`config.mk`:
```
export PLATFORM = sky130hd
export DESIGN_NAME = kta_ram
export DESIGN_NICKNAME = d
export VERILOG_FILES = /design/src/rtl/core/kta_ram.sv
export SDC_FILE = /design/constraint.sdc
export NUM_CORES = 1
export LEC_CHECK = 0
export BUFFER_PORTS_ARGS = -buffer_cell sky130_fd_sc_hd__buf_2
export CAP_MARGIN = 20
export CORE_MARGIN = 1
export CORE_UTILIZATION = 40
export DETAILED_ROUTE_END_ITERATION = 8
export SLEW_MARGIN = 20
export SYNTH_ARGS = -nofsm -noshare
export SYNTH_HDL_FRONTEND = slang
export SYNTH_SLANG_ARGS = --single-unit
export TNS_END_PERCENT = 5
```
`constraint.sdc`:
```
create_clock -name clock -period 1.7 [get_ports clock]
set_clock_uncertainty 0.2 [all_clocks]
set_input_delay 0.085 -clock clock [delete_from_list [all_inputs] [get_ports clock]]
set_output_delay 0.085 -clock clock [all_outputs]
set_load 0.1 [all_outputs]
```
`src/rtl/core/kta_ram.sv`:
```
// Generic single-write, single-read RAM with registered read data.
module kta_ram #(
   parameter int WIDTH = 8,
   parameter int DEPTH = 16
) (
   input  logic                     clock,
   input  logic                     wr_en,
   input  logic [$clog2(DEPTH)-1:0] wr_addr,
   input  logic [WIDTH-1:0]         wr_data,
   input  logic [$clog2(DEPTH)-1:0] rd_addr,
   output logic [WIDTH-1:0]         rd_data
);

   logic [WIDTH-1:0] mem_ff [DEPTH];
   logic [WIDTH-1:0] rd_data_ff;

   always_ff @(posedge clock) begin
      if (wr_en) begin
         mem_ff[wr_addr] <= wr_data;
      end
      rd_data_ff <= mem_ff[rd_addr];
   end

   assign rd_data = rd_data_ff;

endmodule

```
==> qor.yml, run 1 <==
syn2layout_area_growth_pct: 21.4
peakVddDrop_mv: 0.698
dp_slack_ns: -0.000964
totalPowerFinal_mw: 7.81
cts_resized: 0
instances_no_fill: 476
setup_viol: 0
syn_area_per_cell_um2: 22.5
cts_inserted_buffers: 17
highest_layer: "met4"
max_freq_mhz: 644
synth.distinct_cells: 19
synth_fp_nets: 247
hold_buffers: 8
power.internal_mw: 6.18
fin_crit_ns: 1.55
critPathMaxFanout: 1
post_cts_buffers: 0
holdWs_ns: 0.0477
met1Wirelength_mm: 4.60
routedWlPerCell_um: 21.2
tns_ns: 0
cp.arrival_ns: 1.63
rsz0062_at_grt: "no"
setup_slack_ns: 0.147
hp-class: "in -> reg"
yosysSeqAreaShare_pct: 77.8
clockPowerShare_pct: 44.9
worst_setup_path_start_kind: "flop"
reg2reg_depth: 3
numPortBuffers: 25
critPathKind: "reg -> reg"
hp-start: "wr_addr[1]"
numClockSinks: 136
drt-total-wl_mm: 10.1
grt-ovfl-total: 0
final_antenna_net_count: 0
die_h_um: 115
gp_congestion: 0.728
pwr-share-seq_pct: 48.3
cts_tree: "yes"
final_core_util_pct: 49.7
start_util_pct: 41.0
hold-path-endpoint: "mem_ff[0][5]"
io_pins: 26
grt_pass1_wl_mm: 15.4
antenna_found_initial: 0
core-area_um2: 12600
leakagePower_nw: 2.13
drc: 0
die_area_um2: 13300
clock_latency_ns: 0.41
wl_met3_um: 629
num_antenna_cells: 0
vias_per_cell: 5.28
p_sw_mw: 1.63
synth_cells: 229
design_area_um2: 6250
cts_root_buf: "clkbuf_16"
cts.clk_slew.worst_paths_ns: 0.05
yosys_warnings: 0
num_rows: 41
netSwitchingFraction_pct: 20.9
hold_depth: 3
drv_slew: 0
outcome: "complete, no violations"
track_usage_pct: 17.1
drv_cap: 0
hold_viol: 0
reg2reg_to: "rd_data[5]"
grt_pass1_vias: 2588
period_share_pct: 91.3
p_per_area_nw_per_um2: 1250
comb_power_share_pct: 6.8
drt_iter0_drc: 196
vias: 2514
crit_required_ns: 1.78
hpwl_mm: 6.47
fin_nets: 310
drive_gt1_share_pct: 30.3
cp-end-kind: "flop"
clockBufferDepth: 2
grt_max_degree: 33
dpl-instance-area_um2: 5600
tightestPinTransition_ns: 0.784
syn_area_um2: 5150
r2r-start: "mem_ff[1][5]"
relSlewSlack_pct: 47.5
first_pass_iters: 4
htree_levels: 4
synth_seq_cells: 136
placedCellCount: 437
die_x_um: 115
met2WireLength_mm: 4.64
worst-r2r-setup-slack_ns: 0.15
[worst max-delay path by stage]
stage / start / to / slack [ns]
after floorplan: wr_addr[2] / mem_ff[3][0] / 0.15
after global placement: rd_addr[0] / rd_data[5] / 0.01
after detailed placement: rd_addr[0] / rd_data[5] / -0.001
after CTS: mem_ff[11][7] / rd_data[7] / 0.14
after global routing: mem_ff[1][5] / rd_data[5] / 0.09
final: mem_ff[1][5] / rd_data[5] / 0.15
[metal layers]
| layer | GRT usage (%) | up-vias |
|---|---|---|
| li1 | - | 1098 |
| met1 | 24.1 | 1323 |
| met2 | 25.2 | 76 |
| met3 | 5.07 | 17 |
| met4 | 6.67 | 0 |
| met5 | 0 | - |
[final cells by class]
cell class                 count  area (µm²)
clock buffer                  19         433
clock inverter                12         134
fill                        1015        6320
multi-input combinational     83        1060
sequential                   136        4000
tap                          172         215
timing repair buffer          54         400
[synth_stat cells]
cell type	instances	area, µm²
edfxtp_1	128	3840
mux4_2	18	405
a22oi_1	16	120
mux4_1	14	368
nor2_1	13	48.8
nand2_1	9	33.8
dfxtp_1	8	160
nor3_1	4	20.0
buf_2	3	15.0
buf_6	3	33.8
clkdlybuf4s25_2	3	30.0
nand2b_1	2	12.5
nand3b_1	2	15.0
and2_1	1	6.26
and2b_1	1	7.51
buf_4	1	7.51
nand3_1	1	5.00
nor2b_1	1	6.26
or3b_2	1	8.76
[kinds of logic after synthesis]
| kind of cell | synth area share (%) |
|---|---|
| buf+inv | 1.68 |
| flops | 77.8 |
| simple gates | 3.18 |
| mux | 15.0 |
| compound gates | 2.33 |
[worst max-delay path, stage by stage, from the launching register on]
cell and delay (ns):
edfxtp_1 0.36, mux4_1 0.51, a22oi_1 0.24, nand2_1 0.12
[state kept, by name (all words and copies together) (netlist names)]
name     flops
rd_data      8
mem_ff     128
[layout by cell type (no fill, tap or decap), drive strengths merged]
cell,n
a22oi,16
buf,46
nand2b,2
dfxtp,8
or3b,1
nand2,9
edfxtp,128
nor2,13
mux4,32
nor2b,1
clkbuf,19
nor3,4
clkinvlp,1
dlygate4sd3,8
nand3,1
and2,1
bufinv,3
nand3b,2
clkinv,8
and2b,1
[power groups by stage]
stage	Sequential, mW	Combinational, mW	Clock (mW)
after floorplan	4.00	0.191	0
after global placement	3.84	0.514	0
after detailed placement	3.84	0.521	0
after CTS	3.77	0.536	3.57
after global routing	3.78	0.563	3.71
final	3.77	0.529	3.51
Note: power is estimated with default switching activity, not from simulation.
==> run 2: changes to the inputs <==
--- a/config.mk
+++ b/config.mk
@@ -8,8 +8,9 @@
 export BUFFER_PORTS_ARGS = -buffer_cell sky130_fd_sc_hd__buf_2
 export CAP_MARGIN = 20
 export CORE_MARGIN = 1
-export CORE_UTILIZATION = 40
+export CORE_UTILIZATION = 50
 export DETAILED_ROUTE_END_ITERATION = 8
+export PLACE_DENSITY = 0.7
 export SLEW_MARGIN = 20
 export SYNTH_ARGS = -nofsm -noshare
 export SYNTH_HDL_FRONTEND = slang
==> run 2 against run 1 <==
Via count is 4.9% lower. Critical path depth grew 4. Worst setup slack worse by 0.067 ns. Routed wire length is 11% lower. Critical path type is now in -> reg. Cell count shrank 6.9%. Core utilization is 14 points higher.
==> qor.yml, run 2 (synthesis results as in run 1) <==
totalPowerFinal_mw: 7.75  # was 7.81 mW
die_x_um: 103  # was 115 µm
max_freq_mhz: 617  # was 644 MHz
final_common_cell: "edfxtp_1"  # unchanged
outcome: "complete, no violations"  # unchanged
post_cts_buffers: 0  # unchanged
num_antenna_cells: 0  # unchanged
relSlewSlack_pct: 51.7  # was 47.5%
cts.clk_slew.worst_paths_ns: 0.06  # was 0.05 ns
multiInputGateArea_um2: 1070  # was 1060 µm²
grt-ovfl-total: 0  # unchanged
drt_iter0_drc: 152  # was 196
vias: 2392  # was 2514
numPortBuffers: 25  # unchanged
drv_cap: 0  # unchanged
cts_root_buf: "clkbuf_8"  # was clkbuf_16
peakVddDrop_mv: 0.544  # was 0.698 mV
vias_per_cell: 5.40  # was 5.28
htree_levels: 4  # unchanged
critPathKind: "in -> reg"  # was reg -> reg
drc: 0  # unchanged
antenna_found_initial: 0  # unchanged
numClockSinks: 136  # unchanged
grt_max_degree: 33  # unchanged
cts_inserted_buffers: 17  # unchanged
largest_reg_flops: 128  # unchanged
cp-end-kind: "flop"  # unchanged
drt-total-wl_mm: 8.93  # was 10.1 mm
fin_crit_ns: 1.62  # was 1.55 ns
core-area_um2: 9860  # was 12600 µm²
drive_gt1_share_pct: 29.7  # was 30.3%
die_area_um2: 10700  # was 13300 µm²
nFillCells: 678  # was 1015
leakagePower_nw: 2.17  # was 2.13 nW
critPathMaxFanout: 8  # was 1
syn2layout_area_growth_pct: 21.9  # was 21.4%
cp.arrival_ns: 1.81  # was 1.63 ns
first_pass_iters: 4  # unchanged
setup_slack_ns: 0.0797  # was 0.147 ns
layout_common_cells: "128 x edfxtp_1, 25 x buf_2, 18 x mux4_2"  # was 128 x edfxtp_1, 25 x buf_2, 18 x mux4_2, 18 x buf_4, 17 x clkbuf_16
grt_pass1_wl_mm: 14.0  # was 15.4 mm
gp_congestion: 0.712  # was 0.728
period_share_pct: 95.3  # was 91.3%
tns_ns: 0  # unchanged
hold_viol: 0  # unchanged
routedWlPerCell_um: 20.2  # was 21.2 µm
cts_tree: "yes"  # unchanged
largest_register: "mem_ff"  # unchanged
clockBufferDepth: 2  # unchanged
clock_latency_ns: 0.50  # was 0.41 ns
num_rows: 36  # was 41
io_pins: 26  # unchanged
track_usage_pct: 19.3  # was 17.1%
final_antenna_net_count: 0  # unchanged
fin_nets: 316  # was 310
crit_required_ns: 1.89  # was 1.78 ns
holdWs_ns: 0.0322  # was 0.0477 ns
setup_viol: 0  # unchanged
drv_slew: 0  # unchanged
tightestPinTransition_ns: 0.723  # was 0.784 ns
rsz0062_at_grt: "no"  # unchanged
dp_slack_ns: 0.0378  # was -0.000964 ns
die_h_um: 103  # was 115 µm
p_per_area_nw_per_um2: 1240  # was 1250 nW/µm²
hpwl_mm: 5.83  # was 6.47 mm
start_util_pct: 52.2  # was 41.0%
final_core_util_pct: 63.6  # was 49.7%
worst_setup_path_start_kind: "primary input"  # was flop
grt_pass1_vias: 2528  # was 2588
ff_latch_area_um2: 4000  # unchanged
hp-class: "in -> reg"  # unchanged
run 2: path summary, 6_finish.rpt:
check                  endpoint  slack [ns]  cells past startpoint     startpoint
setup / recovery     rd_data[0]        0.08                      7     rd_addr[2]
hold / removal    mem_ff[15][5]        0.03                      4     wr_addr[2]
hold reg to reg      rd_data[0]        0.48                      3  mem_ff[12][0]
setup reg to reg     rd_data[4]        0.19                      3  mem_ff[10][4]
run 2: power breakdown:
group          switching, mW  total, mW  internal, mW
logic                  0.350      0.531         0.181
clock network           1.25       3.44          2.20
registers             0.0233       3.77          3.75
total                   1.62       7.75          6.13
run 2: routing by layer:
layer,global-route usage [%],vias up,part of all wire [%]
met5,0,-,0
met4,7.26,0,0.53
met3,5.04,2,4.1
met2,31.9,62,53
met1,24.9,1218,42
li1,-,1110,-
run 2: critical path, stage by stage:
cell and delay (ns):
dlygate4sd3_1 0.52, buf_2 0.13, nor2_1 0.04, dlygate4sd3_1 0.55
buf_4 0.18, a22oi_1 0.23, nand2_1 0.07
run 2: what timing repair did:
item	4_1_cts	5_1_grt
resized for setup	0	3
hold buffers	14	0
hold endpoints to repair	167	0
endpoints found under the setup margin	0	9
run 2: through the flow:
| stage | std cells | cell area [µm²] |
|---|---|---|
| 2_1_floorplan | 229 | 5150 |
| 3_3_place_gp | 398 | 5570 |
| 3_5_place_dp | 398 | 5570 |
| 4_1_cts | 443 | 6260 |
| 5_1_grt | 443 | 6270 |
| 6_report | 443 | 6270 |
run 2: cell type report:
cell class                 count  share of cell area, %
clock buffer                  20                   6.78
clock inverter                11                   2.09
multi-input combinational     83                   17.0
sequential                   136                   63.8
tap                          133                   2.65
timing repair buffer          60                   7.64
==> run 3: changes to the inputs <==
--- a/config.mk
+++ b/config.mk
@@ -10,6 +10,7 @@
 export CORE_MARGIN = 1
 export CORE_UTILIZATION = 50
 export DETAILED_ROUTE_END_ITERATION = 8
+export HOLD_SLACK_MARGIN = 0.12
 export PLACE_DENSITY = 0.7
 export SLEW_MARGIN = 20
 export SYNTH_ARGS = -nofsm -noshare
==> run 3 against run 2 <==
Worst setup slack improved by 0.0076 ns. Non-clock buffer count is 5 higher. Hold slack improved by 0.064 ns. Global-route usage rose by 0.18 points. Flip-flop and latch count unchanged. Critical endpoint unchanged. Largest power group unchanged.
==> qor.yml, run 3 (synthesis results as in run 1) <==
die_x_um: 103  # unchanged
largest_register: "mem_ff"  # unchanged
antenna_found_initial: 0  # unchanged
max_freq_mhz: 620  # was 617 MHz
reg2reg_to: "rd_data[1]"  # was rd_data[4]
cts.clk_slew.worst_paths_ns: 0.06  # about the same
num_rows: 36  # unchanged
worst_path_most_repeated_cell: "dlygate4sd3_1"  # unchanged
die_area_um2: 10700  # unchanged
tns_ns: 0  # unchanged
slowest_delay_ns: 0.55  # about the same
final_antenna_net_count: 0  # unchanged
final_common_cell: "edfxtp_1"  # unchanged
io_pins: 26  # unchanged
fin_nets: 321  # was 316
hold_viol: 0  # unchanged
critPathKind: "in -> reg"  # unchanged
cts_root_buf: "clkbuf_8"  # unchanged
worst-r2r-setup-slack_ns: 0.20  # was 0.19 ns
final_core_util_pct: 64.1  # was 63.6%
vias_per_cell: 5.43  # was 5.40
r2r-start: "mem_ff[1][1]"  # was mem_ff[10][4]
grt_pass1_vias: 2561  # was 2528
routedWlPerCell_um: 20.2  # about the same
tightestPinTransition_ns: 0.705  # was 0.723 ns
cp.arrival_ns: 1.81  # about the same
clockBufferDepth: 2  # unchanged
track_usage_pct: 19.5  # was 19.3%
path_cells: "dlygate4sd3_1, buf_2, nor2_1, dlygate4sd3_1, buf_4, a22oi_1, nand2_1"  # unchanged
drt-total-wl_mm: 9.03  # was 8.93 mm
numPortBuffers: 25  # unchanged
cp-end-kind: "flop"  # unchanged
totalPowerFinal_mw: 7.76  # was 7.75 mW
setup_viol: 0  # unchanged
rsz0062_at_grt: "no"  # unchanged
numClockSinks: 136  # unchanged
vias: 2433  # was 2392
cp_slowest_cell: "dlygate4sd3_1"  # unchanged
grt_pass1_wl_mm: 14.1  # was 14.0 mm
drv_cap: 0  # unchanged
post_cts_buffers: 0  # unchanged
hp-class: "in -> reg"  # unchanged
period_share_pct: 94.9  # was 95.3%
p_per_area_nw_per_um2: 1230  # was 1240 nW/µm²
hp-start: "rd_addr[0]"  # was wr_addr[2]
cts_inserted_buffers: 17  # unchanged
hold_depth: 5  # was 4
largest_reg_flops: 128  # unchanged
htree_levels: 4  # unchanged
fin_crit_ns: 1.61  # was 1.62 ns
grt-ovfl-total: 0  # unchanged
outcome: "complete, no violations"  # unchanged
clock_latency_ns: 0.51  # was 0.50 ns
leakagePower_nw: 2.17  # about the same
start_util_pct: 52.2  # unchanged
crit_required_ns: 1.90  # was 1.89 ns
drive_gt1_share_pct: 29.2  # was 29.7%
grt_max_degree: 33  # unchanged
die_h_um: 103  # unchanged
first_pass_iters: 4  # unchanged
num_antenna_cells: 0  # unchanged
cts_tree: "yes"  # unchanged
critPathMaxFanout: 8  # unchanged
reg2reg_depth: 3  # unchanged
worst_setup_path_start_kind: "primary input"  # unchanged
syn2layout_area_growth_pct: 22.8  # was 21.9%
layout_common_cells: "128 x edfxtp_1, 25 x buf_2, 19 x dlygate4sd3_1"  # was 128 x edfxtp_1, 25 x buf_2, 18 x mux4_2
relSlewSlack_pct: 52.9  # was 51.7%
peakVddDrop_mv: 0.546  # was 0.544 mV
gp_congestion: 0.712  # unchanged
core-area_um2: 9860  # unchanged
hpwl_mm: 5.83  # unchanged
hold-path-endpoint: "rd_data[6]"  # was mem_ff[15][5]
drv_slew: 0  # unchanged
drt_iter0_drc: 143  # was 152
drc: 0  # unchanged
-- run 3: cell count changes in the layout (fill, tap and decap cells not counted) --
cell | before | now
dlygate4sd3_1 | 13 | 19
dlymetal6s4s_1 | 1 | 0
-- run 3: cell type report --
class                           count  area (µm²)
Fill cell                         670        3540
Clock buffer                       20         425
Timing Repair Buffer               65         527
Clock inverter                     11         131
Multi-Input combinational cell     83        1070
Tap cell                          133         166
Sequential cell                   136        4000
-- run 3: critical path, delay by kind of cell --
kind | cells | cell delay [ns]
compound gates | 1 | 0.23
buf+inv | 4 | 1.38
simple gates | 2 | 0.11
-- run 3: report_power, final --
part	switching, mW	internal (mW)
registers	0.0232	3.75
logic	0.352	0.189
clock network	1.25	2.20
total	1.62	6.14
-- run 3: per-layer routing --
metal | wire (µm) | part of all wire [%] | GRT usage [%] | vias up
met1 | 3960 | 44 | 25.1 | 1252
li1 | - | - | - | 1119
met3 | 234 | 2.6 | 5.04 | 7
met5 | 0 | 0 | 0 | -
met2 | 4750 | 53 | 32.4 | 55
met4 | 83 | 0.92 | 7.26 | 0
-- run 3: what timing repair did --
action	4_1_cts	5_1_grt
resized for setup	0	2
hold endpoints to repair	264	8
endpoints found under the setup margin	0	9
hold buffers	19	1
-- run 3: per-stage QoR --
step                      cells  setup slack (ns)  cell area (µm²)  hold WS (ns)
after floorplan             229             0.149             5150       -0.0161
after global placement      398            0.0544             5570         0.273
after detailed placement    398            0.0378             5570         0.280
after CTS                   448            0.0312             6310        0.0779
after global routing        448            0.0207             6320         0.131
final                       448            0.0873             6320        0.0959
-- run 3: how the worst max path moves through the flow --
stage,from,to,cells after the start
3_3_place_gp,rd_addr[0],rd_data[1],5
3_5_place_dp,rd_addr[0],rd_data[4],5
4_1_cts,rd_addr[2],rd_data[1],7
6_report,rd_addr[2],rd_data[0],7
2_1_floorplan,wr_addr[2],mem_ff[3][0],2
5_1_grt,rd_addr[2],rd_data[5],7
